## src/rtl/tbdpc_pkg.sv

```systemverilog
// Shared types and constants for the two-button debounce and press classifier.
package tbdpc_pkg;

  localparam int unsigned TimeW = 32;
  localparam int unsigned MsW   = 16;
  localparam int unsigned EvW   = 2;
  localparam int unsigned IdxW  = 2;

  // Event codes
  localparam logic [EvW-1:0] EV_NONE        = 2'd0;
  localparam logic [EvW-1:0] EV_LEFT_SHORT  = 2'd1;
  localparam logic [EvW-1:0] EV_RIGHT_SHORT = 2'd2;
  localparam logic [EvW-1:0] EV_RIGHT_LONG  = 2'd3;

  // Configuration register indexes
  localparam logic [IdxW-1:0] REG_DEBOUNCE   = 2'd0;
  localparam logic [IdxW-1:0] REG_LONG_PRESS = 2'd1;
  localparam logic [IdxW-1:0] REG_LEFT_POL   = 2'd2;
  localparam logic [IdxW-1:0] REG_RIGHT_POL  = 2'd3;

  // Configuration reset values
  localparam logic [MsW-1:0] DEBOUNCE_RST   = 16'd20;
  localparam logic [MsW-1:0] LONG_PRESS_RST = 16'd1000;

  // Command codes
  localparam logic CMD_POLL = 1'b0;
  localparam logic CMD_TAKE = 1'b1;

  typedef struct packed {
    logic [MsW-1:0] debounce_ms;
    logic [MsW-1:0] long_press_ms;
    logic           left_low_true;
    logic           right_low_true;
  } cfg_t;

  typedef struct packed {
    logic short_ev;
    logic long_ev;
  } btn_ev_t;

endpackage

```

## src/rtl/tbdpc_cfg.sv

```systemverilog
// Configuration register file for the press classifier.
module tbdpc_cfg (
  input  logic                       clk,
  input  logic                       rst_n,
  input  logic                       wr_en,
  input  logic [tbdpc_pkg::IdxW-1:0] wr_index,
  input  logic [tbdpc_pkg::MsW-1:0]  wr_data,
  output tbdpc_pkg::cfg_t            cfg
);
  import tbdpc_pkg::*;

  cfg_t cfg_r;

  always_ff @(posedge clk) begin
    if (!rst_n) begin
      cfg_r.debounce_ms    <= DEBOUNCE_RST;
      cfg_r.long_press_ms  <= LONG_PRESS_RST;
      cfg_r.left_low_true  <= 1'b1;
      cfg_r.right_low_true <= 1'b1;
    end else if (wr_en) begin
      unique case (wr_index)
        REG_DEBOUNCE:   cfg_r.debounce_ms    <= wr_data;
        REG_LONG_PRESS: cfg_r.long_press_ms  <= wr_data;
        REG_LEFT_POL:   cfg_r.left_low_true  <= wr_data[0];
        REG_RIGHT_POL:  cfg_r.right_low_true <= wr_data[0];
        default: ;
      endcase
    end
  end

  assign cfg = cfg_r;

endmodule

```

## src/rtl/tbdpc_button.sv

```systemverilog
// Debounce and press timing for one button.
module tbdpc_button (
  input  logic                        clk,
  input  logic                        rst_n,
  input  logic                        step_en,
  input  logic [tbdpc_pkg::TimeW-1:0] now_ms,
  input  logic                        level,
  input  logic                        low_true,
  input  logic [tbdpc_pkg::MsW-1:0]   debounce_ms,
  input  logic [tbdpc_pkg::MsW-1:0]   long_press_ms,
  input  logic                        long_en,
  output tbdpc_pkg::btn_ev_t          ev
);
  import tbdpc_pkg::*;

  logic             prev_r, prev_nxt;
  logic             deb_r, deb_nxt;
  logic             lr_r, lr_nxt;
  logic [TimeW-1:0] chg_time_r, chg_time_nxt;
  logic [TimeW-1:0] press_time_r, press_time_nxt;

  logic             pressed;
  logic             restart;
  logic             stable;
  logic             accept;
  logic [TimeW-1:0] since_change;
  logic [TimeW-1:0] since_press;

  assign pressed        = level ^ low_true;
  // Restart the debounce timer on any raw change
  assign restart        = (pressed != prev_r);
  assign prev_nxt       = pressed;
  assign chg_time_nxt   = restart ? now_ms : chg_time_r;
  assign since_change   = now_ms - chg_time_nxt;
  assign stable         = since_change >= {{(TimeW-MsW){1'b0}}, debounce_ms};
  assign accept         = stable && (pressed != deb_r);
  assign press_time_nxt = (accept && pressed) ? now_ms : press_time_r;
  assign since_press    = now_ms - press_time_nxt;

  always_comb begin
    deb_nxt = deb_r;
    lr_nxt  = lr_r;
    ev      = '0;
    if (accept) begin
      deb_nxt = pressed;
      if (pressed) begin
        lr_nxt = 1'b0;
      end else if (!lr_r) begin
        ev.short_ev = 1'b1;
      end
    end
    if (stable && long_en && deb_nxt && !lr_nxt &&
        (since_press >= {{(TimeW-MsW){1'b0}}, long_press_ms})) begin
      lr_nxt     = 1'b1;
      ev.long_ev = 1'b1;
    end
    if (!step_en) begin
      ev = '0;
    end
  end

  always_ff @(posedge clk) begin
    if (!rst_n) begin
      prev_r       <= 1'b0;
      deb_r        <= 1'b0;
      lr_r         <= 1'b0;
      chg_time_r   <= '0;
      press_time_r <= '0;
    end else if (step_en) begin
      prev_r       <= prev_nxt;
      deb_r        <= deb_nxt;
      lr_r         <= lr_nxt;
      chg_time_r   <= chg_time_nxt;
      press_time_r <= press_time_nxt;
    end
  end

endmodule

```

## src/rtl/two_button_debounce_press_classifier_top.sv

```systemverilog
// Top level of the two-button debounce and press classifier.
//
// Usage:
//   in_*  : one transfer per command. in_tuser is the command (0 poll, 1 take).
//           A poll samples both raw pin levels with a millisecond timestamp and
//           gives no result; a take returns the pending event and clears it.
//   out_* : one transfer per take, event code 0 none, 1 left short,
//           2 right short, 3 right long.
//   cfg_* : register writes, always ready; write only while the block is idle.
// Timing:
//   An input transfer lands in an input register; from there it is
//   processed against the button state and a take result is loaded into the
//   output register, which drives out_tvalid. One command is accepted every
//   cycle while no take is stuck behind a held result.
// Reset (rst_n low, synchronous): button state, pending event and both
//   pipeline valid bits clear; configuration returns to debounce 20 ms,
//   long press 1000 ms, both buttons active low.
// Stall: a held result blocks only a following take; polls keep flowing
//   past it. in_tready drops only when a take is stuck behind a held result.
module two_button_debounce_press_classifier_top (
  input  logic                       clk,
  input  logic                       rst_n,
  // Input channel
  input  logic                       in_tvalid,
  output logic                       in_tready,
  input  logic [39:0]                in_tdata,  // [31:0] now_ms, [32] left_level,
                                                // [33] right_level, [39:34] zero
  input  logic                       in_tuser,  // [0] command
  // Result channel
  output logic                       out_tvalid,
  input  logic                       out_tready,
  output logic [7:0]                 out_tdata, // [1:0] event_code, [7:2] zero
  // Configuration write channel
  input  logic                       cfg_valid,
  output logic                       cfg_ready,
  input  logic [tbdpc_pkg::IdxW-1:0] cfg_index,
  input  logic [tbdpc_pkg::MsW-1:0]  cfg_data
);
  import tbdpc_pkg::*;

  cfg_t cfg;

  // Input register
  logic             in_v_r;
  logic             cmd_r;
  logic [TimeW-1:0] now_r;
  logic             left_r;
  logic             right_r;

  // Result register and pending event
  logic             out_v_r;
  logic [EvW-1:0]   out_code_r;
  logic [EvW-1:0]   pend_r, pend_nxt;

  logic    advance;
  logic    poll_step;
  btn_ev_t left_ev;
  btn_ev_t right_ev;

  assign cfg_ready = 1'b1;

  tbdpc_cfg u_cfg (
    .clk      (clk),
    .rst_n    (rst_n),
    .wr_en    (cfg_valid && cfg_ready),
    .wr_index (cfg_index),
    .wr_data  (cfg_data),
    .cfg      (cfg)
  );

  // A poll always advances; a take advances once the result register frees up
  assign advance   = in_v_r && ((cmd_r == CMD_POLL) || !out_v_r || out_tready);
  assign poll_step = advance && (cmd_r == CMD_POLL);
  assign in_tready = !in_v_r || advance;

  always_ff @(posedge clk) begin
    if (!rst_n) begin
      in_v_r <= 1'b0;
    end else if (in_tready) begin
      in_v_r <= in_tvalid;
    end
  end

  always_ff @(posedge clk) begin
    if (in_tready && in_tvalid) begin
      cmd_r   <= in_tuser;
      now_r   <= in_tdata[TimeW-1:0];
      left_r  <= in_tdata[TimeW];
      right_r <= in_tdata[TimeW+1];
    end
  end

  tbdpc_button u_left (
    .clk           (clk),
    .rst_n         (rst_n),
    .step_en       (poll_step),
    .now_ms        (now_r),
    .level         (left_r),
    .low_true      (cfg.left_low_true),
    .debounce_ms   (cfg.debounce_ms),
    .long_press_ms (cfg.long_press_ms),
    .long_en       (1'b0),
    .ev            (left_ev)
  );

  tbdpc_button u_right (
    .clk           (clk),
    .rst_n         (rst_n),
    .step_en       (poll_step),
    .now_ms        (now_r),
    .level         (right_r),
    .low_true      (cfg.right_low_true),
    .debounce_ms   (cfg.debounce_ms),
    .long_press_ms (cfg.long_press_ms),
    .long_en       (1'b1),
    .ev            (right_ev)
  );

  // Right is serviced after left, so its event overwrites
  always_comb begin
    pend_nxt = pend_r;
    priority if (right_ev.long_ev) begin
      pend_nxt = EV_RIGHT_LONG;
    end else if (right_ev.short_ev) begin
      pend_nxt = EV_RIGHT_SHORT;
    end else if (left_ev.short_ev) begin
      pend_nxt = EV_LEFT_SHORT;
    end
  end

  always_ff @(posedge clk) begin
    if (!rst_n) begin
      pend_r <= EV_NONE;
    end else if (advance && (cmd_r == CMD_TAKE)) begin
      pend_r <= EV_NONE;
    end else if (poll_step) begin
      pend_r <= pend_nxt;
    end
  end

  // Load the result on a take, drop it once transferred
  always_ff @(posedge clk) begin
    if (!rst_n) begin
      out_v_r <= 1'b0;
    end else if (advance && (cmd_r == CMD_TAKE)) begin
      out_v_r <= 1'b1;
    end else if (out_tready) begin
      out_v_r <= 1'b0;
    end
  end

  always_ff @(posedge clk) begin
    if (advance && (cmd_r == CMD_TAKE)) begin
      out_code_r <= pend_r;
    end
  end

  assign out_tvalid = out_v_r;
  assign out_tdata  = {{(8-EvW){1'b0}}, out_code_r};

endmodule

```

## config.mk

```make
export PLATFORM = sky130hd
export DESIGN_NAME = two_button_debounce_press_classifier_top
export DESIGN_NICKNAME = d
export VERILOG_FILES = /design/src/rtl/tbdpc_pkg.sv /design/src/rtl/tbdpc_cfg.sv /design/src/rtl/tbdpc_button.sv /design/src/rtl/two_button_debounce_press_classifier_top.sv
export SDC_FILE = /design/constraint.sdc
export NUM_CORES = 1
export LEC_CHECK = 0
export ABC_AREA = 1
export ABC_CLOCK_PERIOD_IN_PS = 10250
export BUFFER_PORTS_ARGS = -buffer_cell sky130_fd_sc_hd__buf_2
export CORE_MARGIN = 2
export CORE_UTILIZATION = 60
export DETAILED_ROUTE_END_ITERATION = 10
export PLACE_DENSITY = 0.85
export SLEW_MARGIN = 20
export SYNTH_ARGS = -nofsm -noshare
export SYNTH_HDL_FRONTEND = slang
export SYNTH_SLANG_ARGS = --single-unit
```

## constraint.sdc

```tcl
create_clock -name clk -period 10.25 [get_ports clk]
set_input_delay 1.025 -clock clk [delete_from_list [all_inputs] [get_ports clk]]
set_output_delay 1.025 -clock clk [all_outputs]
set_load 0.02 [all_outputs]
```

==> results of run 1 <==
==> layout make-up <==
| class | instances | area, um^2 | area share [%] |
|---|---|---|---|
| timing repair buffer | 71 | 400 | 2.62 |
| sequential | 176 | 3890 | 25.5 |
| inverter | 350 | 1310 | 8.60 |
| multi-input combinational | 1538 | 8670 | 56.7 |
| clock buffer | 18 | 439 | 2.87 |
| clock inverter | 14 | 165 | 1.08 |
| tap | 319 | 399 | 2.61 |
==> cell usage after synthesis, drive strengths merged (2+ instances only) <==
| master | n |
|---|---|
| edfxtp | 37 |
| buf | 15 |
| ha | 128 |
| o21ai | 180 |
| o31ai | 2 |
| and3 | 2 |
| a21o | 7 |
| or2 | 4 |
| a21oi | 197 |
| nand3 | 105 |
| xor2 | 39 |
| o221ai | 5 |
| inv | 348 |
| o221a | 3 |
| clkbuf | 52 |
| nor3 | 27 |
| dfxtp | 139 |
| fa | 2 |
| xnor2 | 22 |
| a221oi | 2 |
| o21a | 6 |
| o41ai | 2 |
| o211ai | 57 |
| nand3b | 6 |
| a21boi | 3 |
| nor4 | 4 |
| a31oi | 2 |
| clkinv | 2 |
| nor2 | 166 |
| nand4 | 26 |
| conb | 2 |
| o21bai | 7 |
| nand2 | 497 |
| a211oi | 26 |
==> report_power, final <==
| group | total [mW] | switching (mW) | internal, mW |
|---|---|---|---|
| registers | 0.773 | 0.0309 | 0.742 |
| clock network | 0.657 | 0.322 | 0.335 |
| logic | 1.01 | 0.640 | 0.365 |
| total | 2.44 | 0.993 | 1.44 |
==> final timing paths <==
kind                    to  slack [ns]  cells after the start
max              pend_r[1]        1.49                     55
min reg2reg  out_code_r[1]        0.44                      0
max reg2reg      pend_r[1]        1.49                     55
min          out_code_r[1]        0.44                      0
==> metal layers <==
layer / part of all wire (%) / GRT usage, % / up-vias
li1: - / - / 7083
met1: 43 / 42.4 / 6447
met2: 46 / 52.4 / 573
met3: 8.1 / 3.69 / 85
met4: 3.2 / 12.0 / 0
met5: 0 / 0 / -
==> metrics by stage <==
stage | utilization (%) | instances | cell area (um^2)
finish | 65.5 | 2486 | 15300
global route | 65.5 | 2486 | 15300
detailed placement | 62.8 | 2453 | 14700
global placement | 62.8 | 2453 | 14700
floorplan | - | 2131 | 14200
CTS | 65.4 | 2485 | 15300
==> state kept, by name (all words and copies together), names as in the netlist <==
signal	flops
u_left.prev_r	1
in_v_r	1
now_r	32
u_cfg.cfg	34
u_left.deb_r	1
right_r	1
u_left.chg_time_r	32
u_right.press_time_r	32
u_right.chg_time_r	32
out_code_r	2
u_right.lr_r	1
out_tvalid	1
u_right.deb_r	1
pend_r	2
u_right.prev_r	1
left_r	1
cmd_r	1
==> worst max-delay path, delay by kind of cell (launching register included) <==
kind / cells / cell delay, ns
compound gates: 11 / 1.45
flops: 1 / 0.40
buf+inv: 6 / 0.83
simple gates: 32 / 4.29
fa+ha+maj: 4 / 1.31
xor+xnor: 2 / 0.35
==> kinds of logic (layout without fill, tap and decap cells) <==
logic type	Yosys count	after routing	share of synthesized area, %
other	2	7	0.0531
adders and majority gates	130	130	11.6
DFF	176	176	27.5
buffers and inverters	417	453	11.5
xor gates and xnor gates	61	61	3.78
AOI/OAI and AO/OA	501	501	20.2
and+or+nand+nor	839	839	25.4
==> cell usage in the layout, fill, tap and decap left out, types with 5 or more instances in the layout <==
cell / n
clkbuf_16: 17
xor2_1: 39
ha_1: 128
o211ai_1: 57
nand3b_1: 6
conb_1: 7
nand3_1: 95
clkinv_8: 5
dfxtp_1: 139
inv_2: 7
nand2_1: 476
nand3_2: 9
a211oi_1: 26
o221ai_1: 5
nor2_2: 8
a21oi_1: 194
o21ai_1: 8
a21o_1: 7
buf_4: 9
nor2_1: 155
edfxtp_1: 37
nor3_1: 24
o21bai_1: 7
o21ai_0: 171
buf_2: 61
nand2_2: 20
xnor2_1: 21
o21a_1: 6
inv_1: 341
nand4_1: 26
==> results.yml, run 1 <==
sta:
  worst_hold_slack_ns: 0.442
  skew_ns: 0.0159
  finalSetupViolCount: 0
  tightest_slew_ns: 1.00
  finalCriticalPeriod_ns: 8.76
  fin_tns_setup_ns: 0
  rsz0062_at_grt: "false"
  report.final.hold_viol_count: 0
  maxSlewViolCount: 0
  min_period_over_period_pct: 85.5
  worst_slack_ns: 1.49
  max_freq_ghz: 0.114
  slew_headroom_pct: 33.4
setup_path:
  crit_top_cell: "nand2_1"
  end_kind: "register"
  crit_path_start: "right_r"
  cp-start-kind: "register"
  reg2reg_from: "right_r"
  cp_data_required_time_ns: 10.59
  cp.arrival_ns: 9.11
  cp_slowest_cell: "nand2_4"
  max_stage_delay_ns: 0.53
  crit_fanout: 73
  path_class: "reg2reg"
yosys:
  postSynthCellCount: 2126
  avgSynthCellArea_um2: 6.65
  ys_seq_area_share_pct: 27.5
  netlist.area_leader.share_pct: 19.7
  async_flop_share_pct: 0
  ys_types: 52
  syn_area_mm2: 0.0141
  synth_seq_cells: 176
  yosys.area.top_type: "dfxtp_1"
  synth-edff-count: 37
  ys.flop_type: "dfxtp_1"
  yosys-top-cells-area: "dfxtp_1, nand2_1, ha_1, inv_1, edfxtp_1"
  ys_warn_count: 0
cells_and_area:
  num-nets-final: 2348
  drive_gt1_share_pct: 7.80
  fill_cells: 2042
  area_delta_synth_final_pct: 8.07
  diodes: 0
route:
  first_pass_iters: 6
  totalWireLength_um: 38700
  vias: 14188
  wl_per_cell_um: 15.6
  routed_via_density: 5.71
  drt-initial-drc-count: 1291
  drc_errors: 0
  drtAntennaViolNets: 0
floorplan:
  design.die.area_mm2: 0.0248
  rows: 56
  die_x_um: 158
  num_io_pins: 75
  initial_core_util_pct: 60.6
  die_h_um: 158
  core_mm2: 0.0233
clocking:
  insertion_delay_ns: 0.44
  cts.path.max_buffers: 2
  hold_buffers: 0
  cts_buffers: 17
  tritoncts: "yes"
  path_clk_slew_ns: 0.08
  cts-root-buf: "clkbuf_16"
  cts_htree_levels: 4
  clock-sinks: 176
  cts_setup_buffers: 0
  ctsResizeCount: 0
pwr:
  p_per_area_mw_per_mm2: 159
  vdd_drop_max_v: 0.000143
  leakagePower_nw: 7.50
  finalPower_mw: 2.44
grt:
  grt_use_total_pct: 31.7
  antenna_found_initial: 0
  grt_first_pass_wirelength_um: 63000
  grt_max_degree: 82
  grt_pass1_vias: 13249
  grt_overflow: 0
job:
  maxCapViolCount: 0
placed_design:
  gp_congestion: 0.985
  io_buffers: 61
  post-place-ws_ns: 1.59
  hpwl_um: 30000
run_status:
  outcome: "finished, final reports clean"
worst_hold_path:
  hp-class: "reg2reg"
  hp-start: "pend_r[1]"
(Power assumes the default switching activity.)
==> run 2: changes to the inputs <==
--- a/config.mk
+++ b/config.mk
@@ -6,7 +6,7 @@
 export NUM_CORES = 1
 export LEC_CHECK = 0
 export ABC_AREA = 1
-export ABC_CLOCK_PERIOD_IN_PS = 10250
+export ABC_CLOCK_PERIOD_IN_PS = 8800
 export BUFFER_PORTS_ARGS = -buffer_cell sky130_fd_sc_hd__buf_2
 export CORE_MARGIN = 2
 export CORE_UTILIZATION = 60
==> constraint.sdc (replaced) <==
create_clock -name clk -period 8.8 [get_ports clk]
set_input_delay 0.88 -clock clk [delete_from_list [all_inputs] [get_ports clk]]
set_output_delay 0.88 -clock clk [all_outputs]
set_load 0.02 [all_outputs]
==> run 2 against run 1 <==
  * First-iteration DRC count decreased by 8.3%
  * Fmax increased by 7.5%
  * Worst hold slack got worse by 0.00071 ns
  * Final cell count increased by 0.20%
  * Routed wire length increased by 0.17%
  * Clock-buffer cell count increased by 1
  * Non-clock buffer count increased by 3
  * Clock skew increased by 0.0045 ns
  * Total power increased by 17%
  * Die area unchanged
  * Setup slack got worse by 0.84 ns
  * Critical path type unchanged
  * Critical endpoint unchanged
  * Highest routed layer unchanged
==> results.yml, run 2 (synthesis results as in run 1) <==
floorplan:
  num_io_pins: 75
  die_x_um: 158
  die_h_um: 158
  rows: 56
  design.die.area_mm2: 0.0248
  core_mm2: 0.0233
  initial_core_util_pct: 60.6
setup_path:
  cp.arrival_ns: 8.49
  max_stage_delay_ns: 0.42
  cp_slowest_cell: "fa_1"
  crit_fanout: 30
  ff2ff_path_depth: 58
  crit_family: "simple AND/OR/NAND/NOR gates"
  path_class: "reg2reg"
  path_depth: 58
  cp-start-kind: "register"
  cp_data_required_time_ns: 9.14
  crit_buf_inv: 6
  end_kind: "register"
  crit_top_cell: "nand2_1"
route:
  first_pass_iters: 9
  routed_via_density: 5.67
  totalWireLength_um: 38800
  drt-initial-drc-count: 1184
  drc_errors: 0
  drtAntennaViolNets: 0
  vias: 14129
  wl_per_cell_um: 15.6
cells_and_area:
  layout_commonest_cell: "nand2_1"
  area_delta_synth_final_pct: 8.42
  largest_reg_flops: 34
  finalNonFillerCells: 2491
  final_util_pct: 65.7
  num-nets-final: 2351
  drive_gt1_share_pct: 7.88
  final_cell_mix: "nand2_1, inv_1, a21oi_1"
pwr:
  p_per_area_mw_per_mm2: 187
  vdd_drop_max_v: 0.000133
  finalPower_mw: 2.86
  leakagePower_nw: 7.52
grt:
  grt_overflow: 0
  grt_pass1_vias: 13082
  grt_max_degree: 81
  grt_first_pass_wirelength_um: 62400
  antenna_found_initial: 2
  grt_use_total_pct: 31.6
clocking:
  cts.path.max_buffers: 2
  path_clk_slew_ns: 0.07
  insertion_delay_ns: 0.45
  clock-sinks: 176
  hold_buffers: 0
  cts_htree_levels: 4
  tritoncts: "yes"
  cts_setup_buffers: 0
  ctsResizeCount: 0
  cts-root-buf: "clkbuf_16"
  cts_buffers: 17
sta:
  finalSetupViolCount: 0
  report.final.hold_viol_count: 0
  max_freq_ghz: 0.123
  worst_hold_slack_ns: 0.442
  tightest_slew_ns: 0.983
  fin_tns_setup_ns: 0
  slew_headroom_pct: 34.2
  finalCriticalPeriod_ns: 8.15
  min_period_over_period_pct: 92.6
  maxSlewViolCount: 0
  skew_ns: 0.0204
  rsz0062_at_grt: "false"
worst_hold_path:
  hp-class: "reg2reg"
  hold-path-cell-count: 0
placed_design:
  hpwl_um: 29900
  gp_congestion: 0.954
  io_buffers: 61
  post-place-cells: 2456
job:
  maxCapViolCount: 0
run_status:
  outcome: "finished, final reports clean"
==> run 2: cell types whose count changed in the layout (fill, tap and decap cells not counted), moves of 2 or more <==
cell / delta
inv_8: -2
inv_4: -2
buf_4: +3
diode_2: +2
inv_6: +2
==> run 2: final cells by class <==
cell class | instances | area (um^2)
multi-input cells | 1538 | 8690
fillers | 2081 | 8000
flip-flops and latches | 176 | 3890
inverters | 350 | 1310
clock buffers | 19 | 443
repair buffers | 74 | 423
well taps | 319 | 399
clock inverters | 13 | 170
diodes | 2 | 5.00
==> run 2: through the flow <==
step | worst slack (ns) | cell area (um^2)
2_1_floorplan | 1.60 | 14200
3_3_place_gp | 0.798 | 14700
3_5_place_dp | 0.540 | 14700
4_1_cts | 0.485 | 15300
5_1_grt | 0.0317 | 15300
6_report | 0.649 | 15300
==> run 2: worst paths after layout <==
path                                      end    startpoint  slack [ns]
worst max register to register      pend_r[1]  u_cfg.cfg[0]        0.65
worst max-delay path                pend_r[1]  u_cfg.cfg[0]        0.65
worst min register to register  out_code_r[0]     pend_r[0]        0.44
worst min-delay path            out_code_r[0]     pend_r[0]        0.44
==> run 2: report_power, final <==
group / switching [mW] / leakage (nW) / internal, mW
Sequential: 0.0354 / 1.50 / 0.865
Clock: 0.370 / 0.298 / 0.415
Combinational: 0.749 / 5.73 / 0.426
==> run 2: worst register-to-register path: cells and delay by family, from the launching register on <==
| family | cells | cell delay, ns |
|---|---|---|
| adder cells (fa/ha/maj) | 5 | 1.35 |
| XOR/XNOR | 2 | 0.46 |
| AND/OR/NAND/NOR | 34 | 3.86 |
| AO/OA/AOI/OAI | 11 | 1.53 |
| flip-flops | 1 | 0.39 |
| buffers and inverters | 6 | 0.43 |
==> run 2: routing by layer <==
metal / wire [um] / GRT usage (%) / vias to the layer above
li1: - / - / 7080
met1: 17200 / 42.2 / 6476
met2: 17800 / 53.4 / 492
met3: 2770 / 3.69 / 81
met4: 1050 / 10.0 / 0
met5: 0 / 0 / -
==> run 3: changes to the inputs <==
--- a/config.mk
+++ b/config.mk
@@ -8,11 +8,12 @@
 export ABC_AREA = 1
 export ABC_CLOCK_PERIOD_IN_PS = 8800
 export BUFFER_PORTS_ARGS = -buffer_cell sky130_fd_sc_hd__buf_2
+export CAP_MARGIN = 20
 export CORE_MARGIN = 2
 export CORE_UTILIZATION = 60
 export DETAILED_ROUTE_END_ITERATION = 10
+export GPL_TIMING_DRIVEN = 0
 export PLACE_DENSITY = 0.85
-export SLEW_MARGIN = 20
 export SYNTH_ARGS = -nofsm -noshare
 export SYNTH_HDL_FRONTEND = slang
 export SYNTH_SLANG_ARGS = --single-unit
==> run 3 against run 2 <==
  * Via count rose by 6.1%
  * First-iteration DRC count rose by 40%
  * Sequential cell count did not move
  * Global-route usage rose by 5.4 points
  * Sequential power rose by 0.7%
  * Setup slack got worse by 0.42 ns
  * Largest cell class unchanged
  * Largest power group unchanged
==> results.yml, run 3 (synthesis results as in run 1) <==
run_status:
  outcome: "finished, final reports clean"
setup_path:
  path_depth: 62
  crit_buf_inv: 10
  cp.arrival_ns: 8.90
  cp_data_required_time_ns: 9.13
  max_stage_delay_ns: 0.48
  cp_slowest_cell: "edfxtp_1"
  path_class: "reg2reg"
  end_kind: "register"
  crit_path_start: "right_r"
  crit_family: "simple AND/OR/NAND/NOR gates"
  cp-start-kind: "register"
  worstReg2RegEnd: "pend_r[0]"
  ff2ff_path_depth: 62
  worstSetupEndpoint: "pend_r[0]"
  reg2reg_from: "right_r"
  crit_top_cell: "nand2_1"
  r2r_setup_slack_ns: 0.23
  crit_fanout: 10
cells_and_area:
  design_area_mm2: 0.0158
  final_util_pct: 67.6
  area_delta_synth_final_pct: 11.5
  finalNonFillerCells: 2549
  final_cell_mix: "nand2_1, inv_1, a21oi_1"
  layout_commonest_cell: "nand2_1"
  num-nets-final: 2411
  largest_reg_flops: 34
  diodes: 0
  drive_gt1_share_pct: 9.69
pwr:
  vdd_drop_max_v: 0.000164
  p_per_area_mw_per_mm2: 187
  leakagePower_nw: 7.66
grt:
  grt_first_pass_wirelength_um: 71000
  grt_use_total_pct: 37.0
  grt_max_degree: 34
  grt_overflow: 0
  grt_pass1_vias: 13792
  antenna_found_initial: 0
sta:
  min_period_over_period_pct: 97.3
  maxSlewViolCount: 0
  max_freq_ghz: 0.117
  worst_hold_slack_ns: 0.455
  skew_ns: 0.0136
  slew_headroom_pct: 34.5
  tightest_slew_ns: 0.975
  finalCriticalPeriod_ns: 8.57
  fin_tns_setup_ns: 0
  report.final.hold_viol_count: 0
  finalSetupViolCount: 0
clocking:
  cts_htree_levels: 4
  cts_buffers: 17
  insertion_delay_ns: 0.45
  cts-root-buf: "clkbuf_16"
  hold_buffers: 0
  path_clk_slew_ns: 0.07
  clock-sinks: 176
  tritoncts: "yes"
  cts.path.max_buffers: 2
route:
  routed_via_density: 5.88
  drc_errors: 0
  totalWireLength_um: 46600
  drt-initial-drc-count: 1653
  wl_per_cell_um: 18.3
  vias: 14991
  drtAntennaViolNets: 0
  first_pass_iters: 6
floorplan:
  die_h_um: 158
  initial_core_util_pct: 60.6
  num_io_pins: 75
  rows: 56
  die_x_um: 158
  design.die.area_mm2: 0.0248
  core_mm2: 0.0233
placed_design:
  post-place-cells: 2511
  place_area_mm2: 0.0149
  hpwl_um: 37300
  gp_congestion: 1.03
  io_buffers: 60
worst_hold_path:
  hp-class: "reg2reg"
job:
  maxCapViolCount: 0
-- run 3: through the flow --
stage / power [mW] / worst slack [ns]
2_1_floorplan: 1.79 / 1.60
3_3_place_gp: 2.08 / -0.980
3_5_place_dp: 2.12 / -1.07
4_1_cts: 2.90 / 0.0276
5_1_grt: 3.12 / -0.166
6_report: 2.95 / 0.234
-- run 3: final cells by class --
class,count,area (um^2)
Multi-Input combinational cell,1538,8830
Buffer,66,345
Tap cell,319,399
Inverter,350,1310
Clock buffer,19,475
Timing Repair Buffer,68,373
Clock inverter,13,135
Fill cell,2019,7570
Sequential cell,176,3890
-- run 3: how the worst min path moves through the flow --
stage / startpoint / slack [ns] / to / cells after the start
final: pend_r[0] / 0.46 / out_code_r[0] / 0
after global routing: pend_r[0] / 0.47 / out_code_r[0] / 0
after CTS: pend_r[0] / 0.45 / out_code_r[0] / 0
after detailed placement: pend_r[0] / 0.43 / out_code_r[0] / 0
after global placement: pend_r[0] / 0.43 / out_code_r[0] / 0
after floorplan: pend_r[0] / 0.41 / out_code_r[0] / 0
-- run 3: power by group --
group          internal, mW  switching (mW)
Sequential            0.865          0.0406
Clock                 0.410           0.364
Combinational         0.452           0.822
-- run 3: routing by layer --
metal	wire, um	global-route usage, %	vias up
li1	-	-	7184
met1	18700	47.9	6881
met2	20700	59.2	779
met3	5160	8.78	147
met4	2010	15.6	0
met5	0	0	-
-- run 3: timing repair --
| item | in CTS | in global routing |
|---|---|---|
| setup endpoints to repair | 3 | 3 |
| gates resized for setup | 20 | 51 |
| pin swaps | 1 | 7 |
| setup buffers | 2 | 5 |
